<file path="config.mk">
export PLATFORM = sky130hd
export DESIGN_NAME = mac_address_filter_builder
export DESIGN_NICKNAME = d
export VERILOG_FILES = /design/src/maf_pkg.sv /design/src/maf_hash.sv /design/src/maf_filt.sv /design/src/mac_address_filter_builder.sv
export VERILOG_INCLUDE_DIRS = /design/src /design/src/src
export SDC_FILE = /design/constraint.sdc
export NUM_CORES = 1
export LEC_CHECK = 0
export ABC_AREA = 1
export BUFFER_PORTS_ARGS = -buffer_cell sky130_fd_sc_hd__buf_2
export CORE_MARGIN = 5
export CORE_UTILIZATION = 35
export CTS_CLUSTER_DIAMETER = 150
export DETAILED_ROUTE_END_ITERATION = 12
export GPL_ROUTABILITY_DRIVEN = 1
export PLACE_DENSITY = 0.59
export SLEW_MARGIN = 10
export SYNTH_ARGS = -nofsm -noshare
export SYNTH_HDL_FRONTEND = slang
export SYNTH_SLANG_ARGS = --single-unit
</file>
<file path="constraint.sdc">
create_clock -name clk -period 3.7 [get_ports clk]
set_input_delay 0.185 -clock clk [delete_from_list [all_inputs] [get_ports clk]]
set_output_delay 0.185 -clock clk [all_outputs]
set_load 0.05 [all_outputs]
</file>
<file path="src/mac_address_filter_builder_macros.svh">
// ---------------------------------------------------------------------------
// mac_address_filter_builder_macros.svh
// Assertion helpers shared by the address filter builder RTL.
// ---------------------------------------------------------------------------
`ifndef MAC_ADDRESS_FILTER_BUILDER_MACROS_SVH
`define MAC_ADDRESS_FILTER_BUILDER_MACROS_SVH

// Same-cycle implication, checked out of reset.
`define MAF_ASSERT_NOW(label, ante, cons, msg) \
  label: assert property (@(posedge clk) disable iff (!rst_n) (ante) |-> (cons)) \
    else $error(msg);

// Next-cycle implication, checked out of reset.
`define MAF_ASSERT_NEXT(label, ante, cons, msg) \
  label: assert property (@(posedge clk) disable iff (!rst_n) (ante) |=> (cons)) \
    else $error(msg);

`endif

</file>
<file path="src/maf_pkg.sv">
// ---------------------------------------------------------------------------
// maf_pkg
// Types, constants and CRC helpers for the MAC address filter builder.
// ---------------------------------------------------------------------------
`timescale 1ns / 1ps

package maf_pkg;

  localparam int ADDR_W       = 48;
  localparam int HASH_TABLE_W = 64;
  localparam int HASH_IDX_W   = 6;
  localparam int NUM_SLOTS    = 3;
  localparam int USED_W       = 2;
  localparam int UNICAST_SLOTS = 3;

  localparam logic [31:0] CRC_PRESET = 32'hFFFF_FFFF;
  localparam logic [31:0] CRC_POLY   = 32'h04C1_1DB7;
  localparam int          HASH_SHIFT = 26;

  // Clamp the slot count into 1..NUM_SLOTS.
  localparam int SLOT_LIMIT_I = (UNICAST_SLOTS < 1) ? 1 :
                                ((UNICAST_SLOTS > NUM_SLOTS) ? NUM_SLOTS : UNICAST_SLOTS);
  localparam logic [USED_W-1:0] SLOT_LIMIT = USED_W'(SLOT_LIMIT_I);

  typedef struct packed {
    logic              first_entry;
    logic              entry_valid;
    logic [ADDR_W-1:0] mac_addr;
  } maf_in_t;

  typedef struct packed {
    logic [HASH_TABLE_W-1:0] hash_table;
    logic [ADDR_W-1:0]       unicast_addr_0;
    logic [ADDR_W-1:0]       unicast_addr_1;
    logic [ADDR_W-1:0]       unicast_addr_2;
    logic [NUM_SLOTS-1:0]    unicast_enables;
  } maf_out_t;

  // One filter update, handed from the input stage to the filter state.
  typedef struct packed {
    logic                  advance;
    logic                  first_entry;
    logic                  entry_valid;
    logic [ADDR_W-1:0]     mac_addr;
    logic [HASH_IDX_W-1:0] hash_idx;
  } maf_upd_t;

  // Ethernet CRC-32 of a 48-bit address, bits taken LSB first from byte 0.
  // Used at elaboration only, to derive the hash XOR masks.
  function automatic logic [31:0] maf_crc32(input logic [ADDR_W-1:0] addr);
    logic [31:0] crc;
    logic        fb;
    crc = CRC_PRESET;
    for (int b = 0; b < ADDR_W; b++) begin
      fb  = crc[31] ^ addr[b];
      crc = {crc[30:0], 1'b0};
      if (fb) begin
        crc = crc ^ CRC_POLY;
      end
    end
    return ~crc;
  endfunction

  // Hash index bits for the all-zero address (the affine offset).
  function automatic logic [HASH_IDX_W-1:0] maf_hash_base();
    logic [31:0] crc;
    crc = maf_crc32('0);
    return crc[HASH_SHIFT +: HASH_IDX_W];
  endfunction

  // Per hash bit, the address bits that feed it by XOR.
  function automatic logic [HASH_IDX_W-1:0][ADDR_W-1:0] maf_hash_masks();
    logic [HASH_IDX_W-1:0][ADDR_W-1:0] m;
    logic [31:0]                       c0;
    logic [31:0]                       cj;
    logic [ADDR_W-1:0]                 one_bit;
    c0 = maf_crc32('0);
    m  = '0;
    for (int j = 0; j < ADDR_W; j++) begin
      one_bit    = '0;
      one_bit[j] = 1'b1;
      cj         = maf_crc32(one_bit) ^ c0;
      for (int i = 0; i < HASH_IDX_W; i++) begin
        m[i][j] = cj[HASH_SHIFT + i];
      end
    end
    return m;
  endfunction

  localparam logic [HASH_IDX_W-1:0]             HASH_BASE  = maf_hash_base();
  localparam logic [HASH_IDX_W-1:0][ADDR_W-1:0] HASH_MASKS = maf_hash_masks();

endpackage

</file>
<file path="src/maf_hash.sv">
// ---------------------------------------------------------------------------
// maf_hash
// Multicast hash index: CRC-32 bits 31:26 of the address as XOR trees.
// ---------------------------------------------------------------------------
`timescale 1ns / 1ps

module maf_hash (
  input  logic [maf_pkg::ADDR_W-1:0]     mac_addr,
  output logic [maf_pkg::HASH_IDX_W-1:0] hash_idx
);
  import maf_pkg::*;

  always_comb begin
    for (int i = 0; i < HASH_IDX_W; i++) begin
      hash_idx[i] = (^(mac_addr & HASH_MASKS[i])) ^ HASH_BASE[i];
    end
  end

endmodule

</file>
<file path="src/maf_filt.sv">
// ---------------------------------------------------------------------------
// maf_filt
// Filter state: hash table, unicast slots and fill count; also the result.
// ---------------------------------------------------------------------------
`timescale 1ns / 1ps

module maf_filt (
  input  logic              clk,
  input  logic              rst_n,
  input  maf_pkg::maf_upd_t upd,
  output maf_pkg::maf_out_t filt
);
  import maf_pkg::*;

  logic [HASH_TABLE_W-1:0] hash_r, hash_nxt;
  logic [ADDR_W-1:0]       slot_r   [NUM_SLOTS];
  logic [ADDR_W-1:0]       slot_nxt [NUM_SLOTS];
  logic [USED_W-1:0]       used_r, used_nxt;

  always_comb begin
    // Start from cleared state on a first entry.
    hash_nxt = upd.first_entry ? '0 : hash_r;
    used_nxt = upd.first_entry ? '0 : used_r;
    for (int i = 0; i < NUM_SLOTS; i++) begin
      slot_nxt[i] = upd.first_entry ? '0 : slot_r[i];
    end
    if (upd.entry_valid) begin
      if (upd.mac_addr[0]) begin
        hash_nxt = hash_nxt | (HASH_TABLE_W'(1) << upd.hash_idx);
      end else if (used_nxt < SLOT_LIMIT) begin
        for (int i = 0; i < NUM_SLOTS; i++) begin
          if (used_nxt == USED_W'(i)) begin
            slot_nxt[i] = upd.mac_addr;
          end
        end
        used_nxt = used_nxt + USED_W'(1);
      end
    end
  end

  always_ff @(posedge clk) begin
    if (!rst_n) begin
      hash_r <= '0;
      used_r <= '0;
      for (int i = 0; i < NUM_SLOTS; i++) begin
        slot_r[i] <= '0;
      end
    end else if (upd.advance) begin
      hash_r <= hash_nxt;
      used_r <= used_nxt;
      for (int i = 0; i < NUM_SLOTS; i++) begin
        slot_r[i] <= slot_nxt[i];
      end
    end
  end

  always_comb begin
    filt.hash_table     = hash_r;
    filt.unicast_addr_0 = slot_r[0];
    filt.unicast_addr_1 = slot_r[1];
    filt.unicast_addr_2 = slot_r[2];
    for (int i = 0; i < NUM_SLOTS; i++) begin
      filt.unicast_enables[i] = (used_r > USED_W'(i));
    end
  end

endmodule

</file>
<file path="src/mac_address_filter_builder.sv">
// ---------------------------------------------------------------------------
// mac_address_filter_builder
// Builds a multicast hash table and unicast perfect-match slots from entries.
// ---------------------------------------------------------------------------
//
//   channel | ports                              | payload
//   --------+------------------------------------+--------------------------
//   in      | in_valid, in_ready, in_data        | first flag, valid, MAC
//   out     | out_valid, out_ready, out_data     | hash table, slots, enables
//
// Flow: one item per clock while out_ready stays high; a taken item loads the
// input register, and the filter/result register loads it as the item
// advances; an item waits there while an unread result is held.
// The CRC hash is a set of 48-input XOR trees between the input register and
// the filter state register.
// Reset: rst_n low clears both valid bits and the whole filter to zero.
// Stalls: a held result blocks the input register only; one more item is
// still taken while the result waits.
// ---------------------------------------------------------------------------
`timescale 1ns / 1ps
`include "mac_address_filter_builder_macros.svh"

module mac_address_filter_builder (
  input  logic              clk,
  input  logic              rst_n,
  input  logic              in_valid,
  output logic              in_ready,
  input  maf_pkg::maf_in_t  in_data,
  output logic              out_valid,
  input  logic              out_ready,
  output maf_pkg::maf_out_t out_data
);
  import maf_pkg::*;

  // Input stage: hold one accepted item.
  maf_in_t               in_r;
  logic                  s1_v_r, s1_v_nxt;
  logic                  out_v_r, out_v_nxt;
  logic                  s1_adv;
  logic                  in_acc;
  logic [HASH_IDX_W-1:0] hash_idx;
  maf_upd_t              upd;

  // Advance the held item into the filter once the result slot is free.
  assign s1_adv   = s1_v_r && (!out_v_r || out_ready);
  assign in_ready = !s1_v_r || s1_adv;
  assign in_acc   = in_valid && in_ready;

  always_comb begin
    s1_v_nxt = s1_v_r;
    if (in_acc) begin
      s1_v_nxt = 1'b1;
    end else if (s1_adv) begin
      s1_v_nxt = 1'b0;
    end
    out_v_nxt = out_v_r;
    if (s1_adv) begin
      out_v_nxt = 1'b1;
    end else if (out_ready) begin
      out_v_nxt = 1'b0;
    end
  end

  always_ff @(posedge clk) begin
    if (!rst_n) begin
      s1_v_r  <= 1'b0;
      out_v_r <= 1'b0;
    end else begin
      s1_v_r  <= s1_v_nxt;
      out_v_r <= out_v_nxt;
    end
  end

  // Payload register needs no reset.
  always_ff @(posedge clk) begin
    if (in_acc) begin
      in_r <= in_data;
    end
  end

  maf_hash u_hash (
    .mac_addr (in_r.mac_addr),
    .hash_idx (hash_idx)
  );

  always_comb begin
    upd.advance     = s1_adv;
    upd.first_entry = in_r.first_entry;
    upd.entry_valid = in_r.entry_valid;
    upd.mac_addr    = in_r.mac_addr;
    upd.hash_idx    = hash_idx;
  end

  // The filter state doubles as the result register: it changes only when
  // an item advances, which needs the previous result to be gone.
  maf_filt u_filt (
    .clk   (clk),
    .rst_n (rst_n),
    .upd   (upd),
    .filt  (out_data)
  );

  assign out_valid = out_v_r;

  // Every advance produces a result on the next cycle.
  `MAF_ASSERT_NEXT(a_adv_gives_result, s1_adv, out_valid, "advance without result")
  // The filter never moves without an item advancing.
  `MAF_ASSERT_NEXT(a_state_holds, !s1_adv, $stable(out_data), "filter changed while idle")
  // Enables fill from slot 0 upward.
  `MAF_ASSERT_NOW(a_enables_therm, 1'b1,
    out_data.unicast_enables == 3'b000 || out_data.unicast_enables == 3'b001 ||
    out_data.unicast_enables == 3'b011 || out_data.unicast_enables == 3'b111,
    "unicast enables not contiguous")

endmodule
</file>
# After elaboration in Yosys (flattened, before gate mapping)
# Memory sizes are Yosys's and may differ from the RTL's.
# Cells that the tools add are included.
totals:
  out_inout_bits: 213
  elab_cells: 65
  inputBits: 54
  ff_bits: 118
  mem_bits_rw: 144
  mem_count: 1
op_classes:
  n_eq_ne: 2
  magnitude_cmp: 4
  n_shift: 1
  bitwise_logic: 7
  muxes: 27
  n_addsub: 1
  reduce_logical: 15
memory_table:
  columns: ["name", "words", "word_bits", "rd", "rd_ports_with_merged_regs", "wr", "line_no", "source"]
  rows:
  - ["u_filt.slot_r", 3, 48, 3, 0, 3, "maf_filt.sv:16", "logic [ADDR_W-1:0] slot_r [NUM_SLOTS];"]
op_table:
  columns: ["op", "n"]
  rows:
  - ["2-to-1 mux 144 bit", 3]
  - ["2-to-1 mux 48 bit", 9]
  - ["parity 48 bit", 6]
  - ["2-to-1 mux 64 bit", 3]
  - ["bitwise OR 64 bit", 1]
  - ["left shift 1 x 6 -> 64 bit (first input constant)", 1]
  - ["2-to-1 mux 1 bit", 8]
  - ["2-to-1 mux 2 bit", 4]
  - ["> comparator 2 x 1 -> 1 bit (second input constant)", 2]
  - ["nonzero test 2 bit", 2]
  - ["NOT 1 bit", 3]
  - ["bitwise OR 1 bit", 3]
  - ["adder 2 x 1 -> 2 bit (second input constant)", 1]
  - ["equality test 2 x 1 -> 1 bit (second input constant)", 1]
  - ["equality test 2 bit (second input constant)", 1]
  - ["> comparator 2 bit (second input constant)", 1]
  - ["logical AND 1 bit", 2]
  - ["logical NOT 1 bit", 2]
  - ["logical NOT 2 bit", 1]
  - ["logical OR 1 bit", 2]
  - ["less-than comparator 2 bit (second input constant)", 1]

# Depth between registers and ports, before layout
# Gate-level depths: netlist of run 1.
logic_depth:
  depth_word: 7
  ltp_mapped: 17
  mapped_depth_nobuf: 17

# Modules after synthesis
# From an unflattened synthesis of run 1, not the netlist that was laid out.
hier_totals:
  hier_cells: 1485
  area_unflattened_um2: 12774.8
by_module_without_submodules:
  columns: ["module", "cells_per_inst", "area_each_um2", "instances", "seq_area_each_um2"]
  rows:
  - ["maf_filt", 1101, 9611.7, 1, 5645.4]
  - ["mac_address_filter_builder", 63, 1596.5, 1, 1541.5]
  - ["maf_hash", 321, 1566.5, 1, 0.0]

# Worst setup path before layout of run 1
# No wires, ideal clock.
synth_path:
  kind: "reg-to-reg"
  from: "register out_v_r (netlist: out_valid)"
  to: "memory u_filt.slot_r[0][0], enable pin"
  path_slack_ps: -758
  t_required_ps: 2476
  period_less_slack_ps: 4458
  stages_incl_launch_ff: 4
  n_path_buf: 0
  t_arrival_ps: 3233
  setup_time_ps: 1224
  cell_sequence: "dfxtp_1 > nand2_1 > nand2_1 > nand2_1"
synth_lines:
  columns: ["element", "line_no", "source"]
  rows:
  - ["start: declaration", "mac_address_filter_builder.sv:38", "logic out_v_r, out_v_nxt;"]
  - ["start signal: assignment", "mac_address_filter_builder.sv:70", "out_v_r <= out_v_nxt;"]
  - ["end: declaration", "maf_filt.sv:16", null]

# Worst setup path after layout of run 1
layout_path:
  from: "register in_r[2] (netlist name)"
  to: "register u_filt.hash_r[42]"
layout_between:
  elab_chain_len: 6
  elab_cells_between_ends: 8
  cone_classes: "shift: 1; mux: 2; bitwise: 2; reduce/logical: 3"
layout_lines:
  columns: ["element", "line_no", "source"]
  rows:
  - ["start: declaration", "mac_address_filter_builder.sv:36", "maf_in_t in_r;"]
  - ["start signal: assignment", "mac_address_filter_builder.sv:77", "in_r <= in_data;"]
  - ["parity 48 bit", "maf_hash.sv:15", "hash_idx[i] = (^(mac_addr & HASH_MASKS[i])) ^ HASH_BASE[i];"]
  - ["NOT 1 bit (no source line)", null, null]
  - ["left shift 1 x 6 -> 64 bit (*)", "maf_filt.sv:29", "hash_nxt = hash_nxt | (HASH_TABLE_W'(1) << upd.hash_idx);"]
  - ["bitwise OR 64 bit (*)", "maf_filt.sv:29", null]
  - ["2-to-1 mux 64 bit (*)", "maf_filt.sv:28", "if (upd.mac_addr[0]) begin"]
  - ["2-to-1 mux 64 bit (*)", "maf_filt.sv:27", "if (upd.entry_valid) begin"]
  - ["end signal: assignment", "maf_filt.sv:49", "hash_r <= hash_nxt;"]
  - ["end: declaration", "maf_filt.sv:15", "logic [HASH_TABLE_W-1:0] hash_r, hash_nxt;"]
# Every way passes the cells marked *; elsewhere a longest branch is shown, timed or not.
# A chain may end at the register's enable or synchronous reset.

==> impl_metrics.ini, run 1 <==
[clock_network]
cts_inserted_buffers = 34
clk_latency_ns = 0.51
cts_tree = done
clkSlewWorstSetupHoldPaths_ns = 0.06
cts_buffer_depth = 3
cts_root_buffer = clkbuf_16
clock_sinks = 262
cts_setup_buffers = 0
h-tree-depth = 2

[sta]
finClkSkew_ns = 0.0140
worst_pin_slew_ns = 1.20
finalWorstSetupSlack_ns = 0.958
rsz0062_at_grt = no
period_minus_slack_ns = 2.74
post-route-period-util_pct = 74.1
max_freq_mhz = 365
setup_viol = 0
drv_slew = 0
setup_tns_ns = 0
slew_headroom_pct = 19.8
finalHoldViolCount = 0

[detailed_routing]
wl_per_cell_um = 19.0
ant_nets = 0
drt_iter0_drc = 770
postRouteWirelength_mm = 41.9
drc = 0
first_pass_iters = 5
dr_total_vias = 11400
viasPerCell = 5.16

[placed_design]
dpl-instance-area_um2 = 14300
io_buffer_count = 266
routabilityCongestion = 0.867
pre_cts_slack_ns = 0.988
placedCellCount = 2094
hpwl_mm = 28.1

[synthesis]
yosysWarnings = 0
synth_most_common_cell = nand2_1
ys.flop_type = edfxtp_1
synth-seq-area-share_pct = 57.0
netlist_area_um2 = 12600
synth-compound-area-share_pct = 14.0
synthArstFlopShare_pct = 0
yosysTopAreaCell = edfxtp_1
synth_top_family_by_area = simple AND/OR/NAND/NOR gates
syn_avg_cell_area_um2 = 8.71
synthAdderAreaFrac_pct = 0
yosys-top-cells-count = 448 x nand2_1, 199 x a21oi_1, 194 x edfxtp_1, 130 x o21ai_0, 99 x nand3_1
synth_seq_cells = 262
muxShareOfSynthArea_pct = 0
synth_nets = 1500
synth-simple-area-share_pct = 21.3
netlist-cell-type-count = 36
synth_cells = 1446
synth_edf_count = 194
synth_top_area_share_pct = 46.2
ys_top_cells_by_area = edfxtp_1 46%, nand2_1 13%, dfxtp_1 11%
synth-xor-area-share_pct = 1.86

[global_routing]
grt_pass1_wl_mm = 62.4
grt_overflow = 0
grt_pass1_vias = 10700
antenna_found_initial = 2
grt_start_max_net_pins = 146
grt_use_total_pct = 19.9

[hold_path]
min-delay-start = in_data[32]
hold_path.class = primary input to flip-flop
whs_path_depth = 2

[die]
die_width_um = 200
fp-row-count = 69
io_pins = 267
die_area_um2 = 39900
start_util_pct = 35.4
die_height_um = 200
core_area_um2 = 35600

[outcome]
status = complete, no violations

[critical_path]
critPathRequiredTime_ns = 4.06
cp_max_fo = 32
cp-end-kind = flip-flop
timing.rr.start = in_r[2]
path_cells = xnor2_1 > or2_1 > nand2_1 > nand2_1 > nand2_1 > nand2_1 > nand2_1 > inv_1 > nand2_1 > nand2_1 > nand4_1 > a21oi_1
worst-setup-path-type = flip-flop to flip-flop
cpMostUsedCell = nand2_1
crit_path_max_incr_delay_ns = 0.64
critPathSlowestCell = nand2_1
worst-endpoint-arrival_ns = 3.10
r2r_cells = 12
cp-start-kind = flip-flop
worstSetupStartpoint = in_r[2]

[cells_and_area]
fin_nets = 1775
final_cells = 2206
areaGrowthSynthToFinish_pct = 25.8
final_area_um2 = 15900
drive_gt1_share_pct = 21.3

[run]
cap_viol_max_count = 0

[power]
p_leak_nw = 6.59
irDropWorstVdd_mv = 0.343
power_density_nw_per_um2 = 505
[critical path: cells and delay by family (launching register included)]
| family | cells | cell delay [ns] |
|---|---|---|
| compound gates | 1 | 0.09 |
| xor+xnor | 1 | 0.22 |
| buf+inv | 1 | 0.08 |
| flops | 1 | 0.56 |
| simple gates | 9 | 1.65 |
[worst paths after layout]
kind	end	slack [ns]
worst max-delay path	u_filt.hash_r[42]	0.96
worst min-delay path	in_r[32]	0.39
worst max register to register	u_filt.hash_r[42]	0.96
worst min register to register	u_filt.hash_r[58]	0.46
[logic make-up after synthesis]
group	Yosys count
simple gates	634
buf+inv	181
compound gates	344
xor+xnor	25
flops	262
[per-stage QoR]
| step | hold slack (ns) | utilization, % | total power [mW] |
|---|---|---|---|
| after global routing | 0.387 | 44.6 | 8.33 |
| after CTS | 0.373 | 44.5 | 8.08 |
| after global placement | 0.363 | 40.1 | 4.83 |
| final | 0.390 | 44.6 | 8.00 |
| after detailed placement | 0.363 | 40.1 | 4.84 |
| after floorplan | 0.284 | - | 4.47 |
[placed cells by master (no fill, tap or decap), drive strengths merged, types with 12 or more instances in the layout]
master / Yosys / routed
edfxtp: 194 / 194
a21oi: 200 / 200
or2: 13 / 13
nor3: 14 / 14
dfxtp: 68 / 68
o21ai: 130 / 130
nor2: 32 / 32
nand4: 17 / 17
xnor2: 12 / 12
clkbuf: 76 / 46
inv: 82 / 83
xor2: 13 / 13
buf: 21 / 284
dlygate4sd3: 0 / 52
nand3: 101 / 101
nand2: 452 / 452
[flip-flops by register name, summed over array words and instances, names as in the netlist]
signal	cells
u_filt.hash_r	64
u_filt.slot_r	144
in_r	50
s1_v_r	1
out_valid	1
u_filt.used_r	2
[report_power, final]
group	internal, mW	total [mW]	switching, mW
clock	1.93	3.18	1.25
combinational	0.319	1.42	1.10
sequential	3.31	3.41	0.101
total	5.56	8.00	2.45
[repair_timing]
item / CTS / global route
endpoints found under the hold margin: 52 / 0
hold buffers: 52 / 0
gates resized for setup: 0 / 0
[final cells by class]
type,instances,area (um2)
antenna,1,2.50
clock buffer,46,947
clock inverter,13,118
fill,3533,19700
inverter,84,320
multi-input combinational,1003,4710
sequential,262,7190
tap,461,577
timing repair buffer,336,1990
[layer usage]
metal | vias up | global-route usage, % | share of wire (%)
met4 | 2 | 6.77 | 3.3
met1 | 5393 | 28.5 | 44
met3 | 76 | 3.81 | 8.1
met5 | - | 0 | 0.031
met2 | 424 | 30.3 | 45
li1 | 5478 | - | -
(Power assumes the default switching activity.)
==> inputs of run 2 (changes only) <==
- ABC_AREA: 1 -> 0
- PLACE_DENSITY: 0.59 -> 0.58
- clock period: 3.7 -> 2.8 ns (I/O delays scaled with it)
==> run 2 against run 1 <==
Critical endpoint is now u_filt.hash_r[22]. Register-to-register slack got worse by 0.84 ns. Maximum frequency is 2.1% higher. Non-clock buffer count is 31 higher. Critical path depth is 6 lower. Cell area fell by 1.9%. Hold slack got worse by 0.095 ns. Cell count down 21%. Count of clock-buffer cells in the layout down 6. Synthesized cell count shrank 35%.
==> impl_metrics.ini, run 2 <==
[sta]
rsz0062_at_grt = no
setup_viol = 0
worst_pin_slew_ns = 0.736
slew_headroom_pct = 50.9
period_minus_slack_ns = 2.69
finClkSkew_ns = 0.0227
hold_ws_ns = 0.296
setup_tns_ns = 0
drv_slew = 0
finalHoldViolCount = 0
max_freq_mhz = 372
post-route-period-util_pct = 95.9

[placed_design]
io_buffer_count = 266
routabilityCongestion = 0.781
hpwl_mm = 25.0

[run]
cap_viol_max_count = 0

[detailed_routing]
dr_total_vias = 8826
ant_nets = 0
viasPerCell = 5.07
wl_per_cell_um = 21.7
first_pass_iters = 5
drc = 0
postRouteWirelength_mm = 37.8
drt_iter0_drc = 555

[critical_path]
r2r-end = u_filt.hash_r[22]
rrSetupSlack_ns = 0.11
r2r_cells = 6
timing.rr.start = in_r[8]
worst-setup-path-type = flip-flop to flip-flop
cp_max_fo = 8
critPathRequiredTime_ns = 3.25
worst-endpoint-arrival_ns = 3.13
cp-start-kind = flip-flop
cp-end-kind = flip-flop

[hold_path]
whs_path_depth = 2
hold_end = in_r[32]
min-delay-start = in_data[32]
hold_path.class = primary input to flip-flop

[synthesis]
yosys-top-cells-count = 194 x edfxtp_1, 143 x a21oi_1, 99 x nand2_1, 95 x nand3b_1, 68 x dfxtp_1
synth_edf_count = 194
ys.flop_type = edfxtp_1
syn_avg_cell_area_um2 = 12.6
synthArstFlopShare_pct = 0
synth_cells = 942
netlist-cell-type-count = 39
synth_seq_cells = 262
ys_top_cells_by_area = edfxtp_1 49%, dfxtp_1 11%, a21oi_1 6.0%
synth_nets = 996
synth_top_area_share_pct = 49.0
yosysTopAreaCell = edfxtp_1
synth_most_common_cell = edfxtp_1
netlist_area_um2 = 11900
synth-seq-area-share_pct = 60.4
yosysWarnings = 0

[cells_and_area]
largest_reg_flops = 144
top_register = u_filt.slot_r
areaGrowthSynthToFinish_pct = 30.6
regArea_um2 = 7190
fin_nets = 1322
drive_gt1_share_pct = 31.4
mostFrequentLayoutCell = buf_2
fillers = 3127
multi_input_area_um2 = 4450
reg_top3 = u_filt.slot_r (144), u_filt.hash_r (64), in_r (50)
layout_common_cells = 266 x buf_2, 194 x edfxtp_1, 143 x a21oi_1

[clock_network]
clkSlewWorstSetupHoldPaths_ns = 0.06
clock_sinks = 262
cts_root_buffer = clkbuf_16
cts_tree = done
cts_buffer_depth = 3
clk_latency_ns = 0.56
cts_inserted_buffers = 31
h-tree-depth = 1

[power]
power_density_nw_per_um2 = 759
p_total_mw = 11.8
irDropWorstVdd_mv = 0.565
p_leak_nw = 6.05

[outcome]
status = complete, no violations

[die]
die_height_um = 194
core_area_um2 = 33500
start_util_pct = 35.5
die_width_um = 194
fp-row-count = 67
die_area_um2 = 37800
io_pins = 267

[global_routing]
grt_use_total_pct = 19.0
grt_pass1_vias = 8745
grt_overflow = 0
grt_start_max_net_pins = 76
grt_pass1_wl_mm = 56.9
antenna_found_initial = 0
run 2: cell types whose count changed in the layout (fill, tap and decap cells not counted), sizes merged, moves of 47 or more:
cell,before,now
nand2,452,99
o21ai,130,1
nand3,101,2
nand3b,4,95
inv,83,4
a22o,0,64
a21oi,200,143
nor3b,0,47
run 2: worst max path at each step:
stage | startpoint | endpoint | slack, ns
2_1_floorplan | out_valid | in_r[0] | 0.03
3_3_place_gp | in_r[22] | u_filt.hash_r[61] | 0.09
3_5_place_dp | in_r[8] | u_filt.hash_r[29] | 0.04
4_1_cts | in_r[8] | u_filt.hash_r[24] | 0.02
5_1_grt | in_r[8] | u_filt.hash_r[26] | 0.01
6_report | in_r[8] | u_filt.hash_r[22] | 0.11
run 2: layer usage:
layer / up-vias / track usage (%) / wire, um
met1: 4360 / 26.4 / 16700
met3: 39 / 4.97 / 3000
li1: 4122 / - / -
met5: - / 0 / 0
met4: 0 / 3.65 / 705
met2: 305 / 30.6 / 17500
run 2: stage by stage:
stage                     instances  util [%]  area, um2  worst slack [ns]
after CTS                      1735      46.1      15500            0.0195
after global placement         1624      41.6      14000            0.0861
after floorplan                 942         -      11900            0.0345
final                          1740      46.4      15500             0.114
after detailed placement       1624      41.6      14000            0.0445
after global routing           1739      46.3      15500            0.0135
run 2: where the power goes:
group	switching [mW]	total [mW]	internal (mW)
logic	2.21	3.46	1.25
clock network	1.62	3.83	2.21
registers	0.148	4.51	4.37
total	3.98	11.8	7.83
run 2: cell type report:
type / instances / share of cell area (%)
flip-flops and latches: 262 / 46.2
multi-input cells: 605 / 28.6
repair buffers: 367 / 15.3
clock buffers: 40 / 5.43
well taps: 448 / 3.61
clock inverters: 16 / 0.741
inverters: 1 / 0.0241
diodes: 1 / 0.0161
run 2: cells by family (layout without fill, tap and decap cells):
| group | Yosys count | count (layout) | synth area share, % |
|---|---|---|---|
| buffers and inverters | 75 | 424 | 2.93 |
| AO/OA/AOI/OAI | 212 | 212 | 11.1 |
| flip-flops | 262 | 262 | 60.4 |
| XOR/XNOR | 62 | 62 | 7.92 |
| AND/OR/NAND/NOR | 331 | 331 | 17.7 |
| other | 0 | 1 | 0 |
run 2: timing repair:
item	CTS	global route
hold buffers	55	0
gates resized for setup	0	4
buffers inserted	0	4
hold endpoints to repair	53	0
endpoints found under the setup margin	0	42
run 2: worst max-delay path, stage by stage (launching register included):
cell and delay [ns]:
edfxtp_1 0.41, xnor3_1 0.42, xor2_1 0.25, xnor3_2 0.58, xor2_4 0.57, nor4_4 0.14
a22o_1 0.22
==> inputs of run 3 (changes only) <==
--- a/config.mk
+++ b/config.mk
@@ -8,3 +8,3 @@
 export LEC_CHECK = 0
-export ABC_AREA = 0
+export ABC_AREA = 1
 export BUFFER_PORTS_ARGS = -buffer_cell sky130_fd_sc_hd__buf_2
@@ -15,3 +15,3 @@
 export GPL_ROUTABILITY_DRIVEN = 1
-export PLACE_DENSITY = 0.58
+export PLACE_DENSITY = 0.57
 export SLEW_MARGIN = 10
@@ -19,2 +19,3 @@
 export SYNTH_HDL_FRONTEND = slang
+export SYNTH_HIERARCHICAL = 1
 export SYNTH_SLANG_ARGS = --single-unit
==> constraint.sdc (replaced) <==
create_clock -name clk -period 2.8 [get_ports clk]
set_input_delay 0.56 -clock clk [delete_from_list [all_inputs] [get_ports clk]]
set_output_delay 0.56 -clock clk [all_outputs]
set_load 0.05 [all_outputs]
==> run 3 against run 2 <==
Non-clock buffer count shrank 46. Critical path depth grew 8. Critical path type unchanged. Clock power grew 7.6%. Synthesized cell count grew 58%.
==> impl_metrics.ini, run 3 <==
[outcome]
status = complete, no violations

[synthesis]
yosys-top-cells-count = 398 x nand2_1, 211 x nor2_1, 194 x edfxtp_1, 84 x inv_1, 83 x nand3_1
syn_avg_cell_area_um2 = 8.60
ys.flop_type = edfxtp_1
synth_nets = 1539
yosysWarnings = 6
synth_most_common_cell = nand2_1
netlist-cell-type-count = 34
synth-seq-area-share_pct = 56.3
synthArstFlopShare_pct = 0
netlist_area_um2 = 12800
synth_edf_count = 194
ys_top_cells_by_area = edfxtp_1 46%, nand2_1 12%, dfxtp_1 11%
synth_cells = 1485
yosysTopAreaCell = edfxtp_1
synth_seq_cells = 262
synth_top_area_share_pct = 45.6

[sta]
setup_tns_ns = 0
setup_viol = 0
post-route-period-util_pct = 93.4
max_freq_mhz = 382
finalHoldViolCount = 0
drv_slew = 0
finClkSkew_ns = 0.0356
slew_headroom_pct = 44.2
worst_pin_slew_ns = 0.835
hold_ws_ns = 0.139
period_minus_slack_ns = 2.62
rsz0062_at_grt = no

[cells_and_area]
areaGrowthSynthToFinish_pct = 24.2
layout_common_cells = 397 x nand2_1, 266 x buf_2, 210 x nor2_1
final_area_um2 = 15900
fin_nets = 1795
mostFrequentLayoutCell = nand2_1
fillers = 3603
reg_top3 = u_filt/slot_r (144), u_filt/hash_r (64), in_r (50)
top_register = u_filt/slot_r
finish.utilization_pct = 43.6
multi_input_area_um2 = 4850
drive_gt1_share_pct = 22.5
largest_reg_flops = 144
regArea_um2 = 7190

[die]
die_width_um = 201
fp-row-count = 70
die_height_um = 201
die_area_um2 = 40400
start_util_pct = 35.1
core_area_um2 = 36300
io_pins = 267

[placed_design]
hpwl_mm = 29.9
io_buffer_count = 266
routabilityCongestion = 0.887
dpl-instance-area_um2 = 14800

[power]
irDropWorstVdd_mv = 0.559
power_density_nw_per_um2 = 669
p_leak_nw = 6.83

[detailed_routing]
ant_nets = 0
first_pass_iters = 5
postRouteWirelength_mm = 43.8
drc = 0
drt_iter0_drc = 968
viasPerCell = 5.09
dr_total_vias = 11400
wl_per_cell_um = 19.6

[global_routing]
antenna_found_initial = 3
grt_overflow = 0
grt_start_max_net_pins = 66
grt_pass1_wl_mm = 65.7
grt_use_total_pct = 20.4
grt_pass1_vias = 10700

[clock_network]
clock_sinks = 262
clk_latency_ns = 0.59
clkSlewWorstSetupHoldPaths_ns = 0.06
cts_hold_buf = 0
cts_root_buffer = clkbuf_16
cts_inserted_buffers = 30
cts_buffer_depth = 3
h-tree-depth = 1
cts_tree = done

[critical_path]
cp-end-kind = flip-flop
crit_path_max_incr_delay_ns = 0.56
cp-start-kind = flip-flop
worst-setup-path-type = flip-flop to flip-flop
critPathSlowestCell = edfxtp_1
critPathRequiredTime_ns = 3.30
r2r_cells = 14
cpMostUsedCell = nand2_1
cp_max_fo = 23
worst-endpoint-arrival_ns = 3.11
path_cells = xnor2_1 > nand2_1 > nand2_1 > inv_1 > nand2_1 > nand2_1 > nand2_1 > nand3_1 > nand2_1 > buf_4 > nand4_1 > nor2_1 > nor2_1 > nor2_1

[hold_path]
hold_path.class = primary input to flip-flop
whs_path_depth = 1

[run]
cap_viol_max_count = 0
==> run 3: cell count changes after synthesis, sizes merged, moves of 31 or more <==
cell,before,now
nand3,2,85
nor3,1,64
nor2,58,217
a21oi,143,66
inv,1,91
nand3b,95,3
o21ai,1,74
nand2,99,405
nor3b,47,0
buf,9,40
a22o,64,0
a22oi,0,47
==> run 3: through the flow <==
step / instances / power [mW] / setup WS, ns
CTS: 2228 / 10.7 / 0.206
detailed placement: 2172 / 6.55 / 0.263
global route: 2235 / 11.0 / 0.00497
floorplan: 1485 / 5.92 / 0.419
global placement: 2172 / 6.53 / 0.259
finish: 2237 / 10.6 / 0.184
==> run 3: what timing repair did <==
| action | in CTS | in global routing |
|---|---|---|
| endpoints found under the setup margin | 0 | 17 |
| gates resized for setup | 0 | 1 |
| setup buffers | 0 | 5 |
| endpoints found under the hold margin | 0 | 0 |
==> run 3: where the power goes <==
part	internal (mW)	total, mW	switching (mW)
Clock	2.44	4.12	1.68
Sequential	4.37	4.54	0.176
Combinational	0.493	1.95	1.46
Total	7.30	10.6	3.31
==> run 3: cells by family (layout without fill, tap and decap cells) <==
kind of cell | count (synthesis) | after routing | synth area share, %
simple gates | 791 | 791 | 25.6
xor+xnor | 52 | 52 | 3.62
compound gates | 191 | 191 | 8.48
flops | 262 | 262 | 56.3
buf+inv | 189 | 469 | 6.02
other cells | 0 | 4 | 0
==> run 3: final cells by class <==
type	count	share of cell area, %
Sequential cell	262	45.3
Clock buffer	36	4.87
Inverter	92	2.18
Clock inverter	20	1.60
Tap cell	468	3.69
Antenna cell	4	0.0631
Multi-Input combinational cell	1034	30.6
Timing Repair Buffer	321	11.7
==> run 3: worst paths after layout <==
check,endpoint,slack (ns),from
setup / recovery,u_filt/hash_r[56],0.18,in_r[17]
setup reg to reg,u_filt/hash_r[56],0.18,in_r[17]
hold / removal,in_r[42],0.14,in_data[42]
hold reg to reg,u_filt/hash_r[6],0.47,u_filt/hash_r[6]
==> run 3: critical path, delay by kind of cell (launching register included) <==
family,cells,cell delay (ns)
XOR/XNOR,1,0.43
AND/OR/NAND/NOR,11,1.18
flip-flops,1,0.56
buffers and inverters,2,0.36
==> run 3: per-layer routing <==
metal / track usage [%] / routed length (um) / up-vias
met3: 3.21 / 3240 / 52
met1: 28.2 / 19000 / 5429
met4: 5.51 / 899 / 2
met5: 0 / 11 / -
met2: 33.5 / 20600 / 434
li1: - / - / 5478
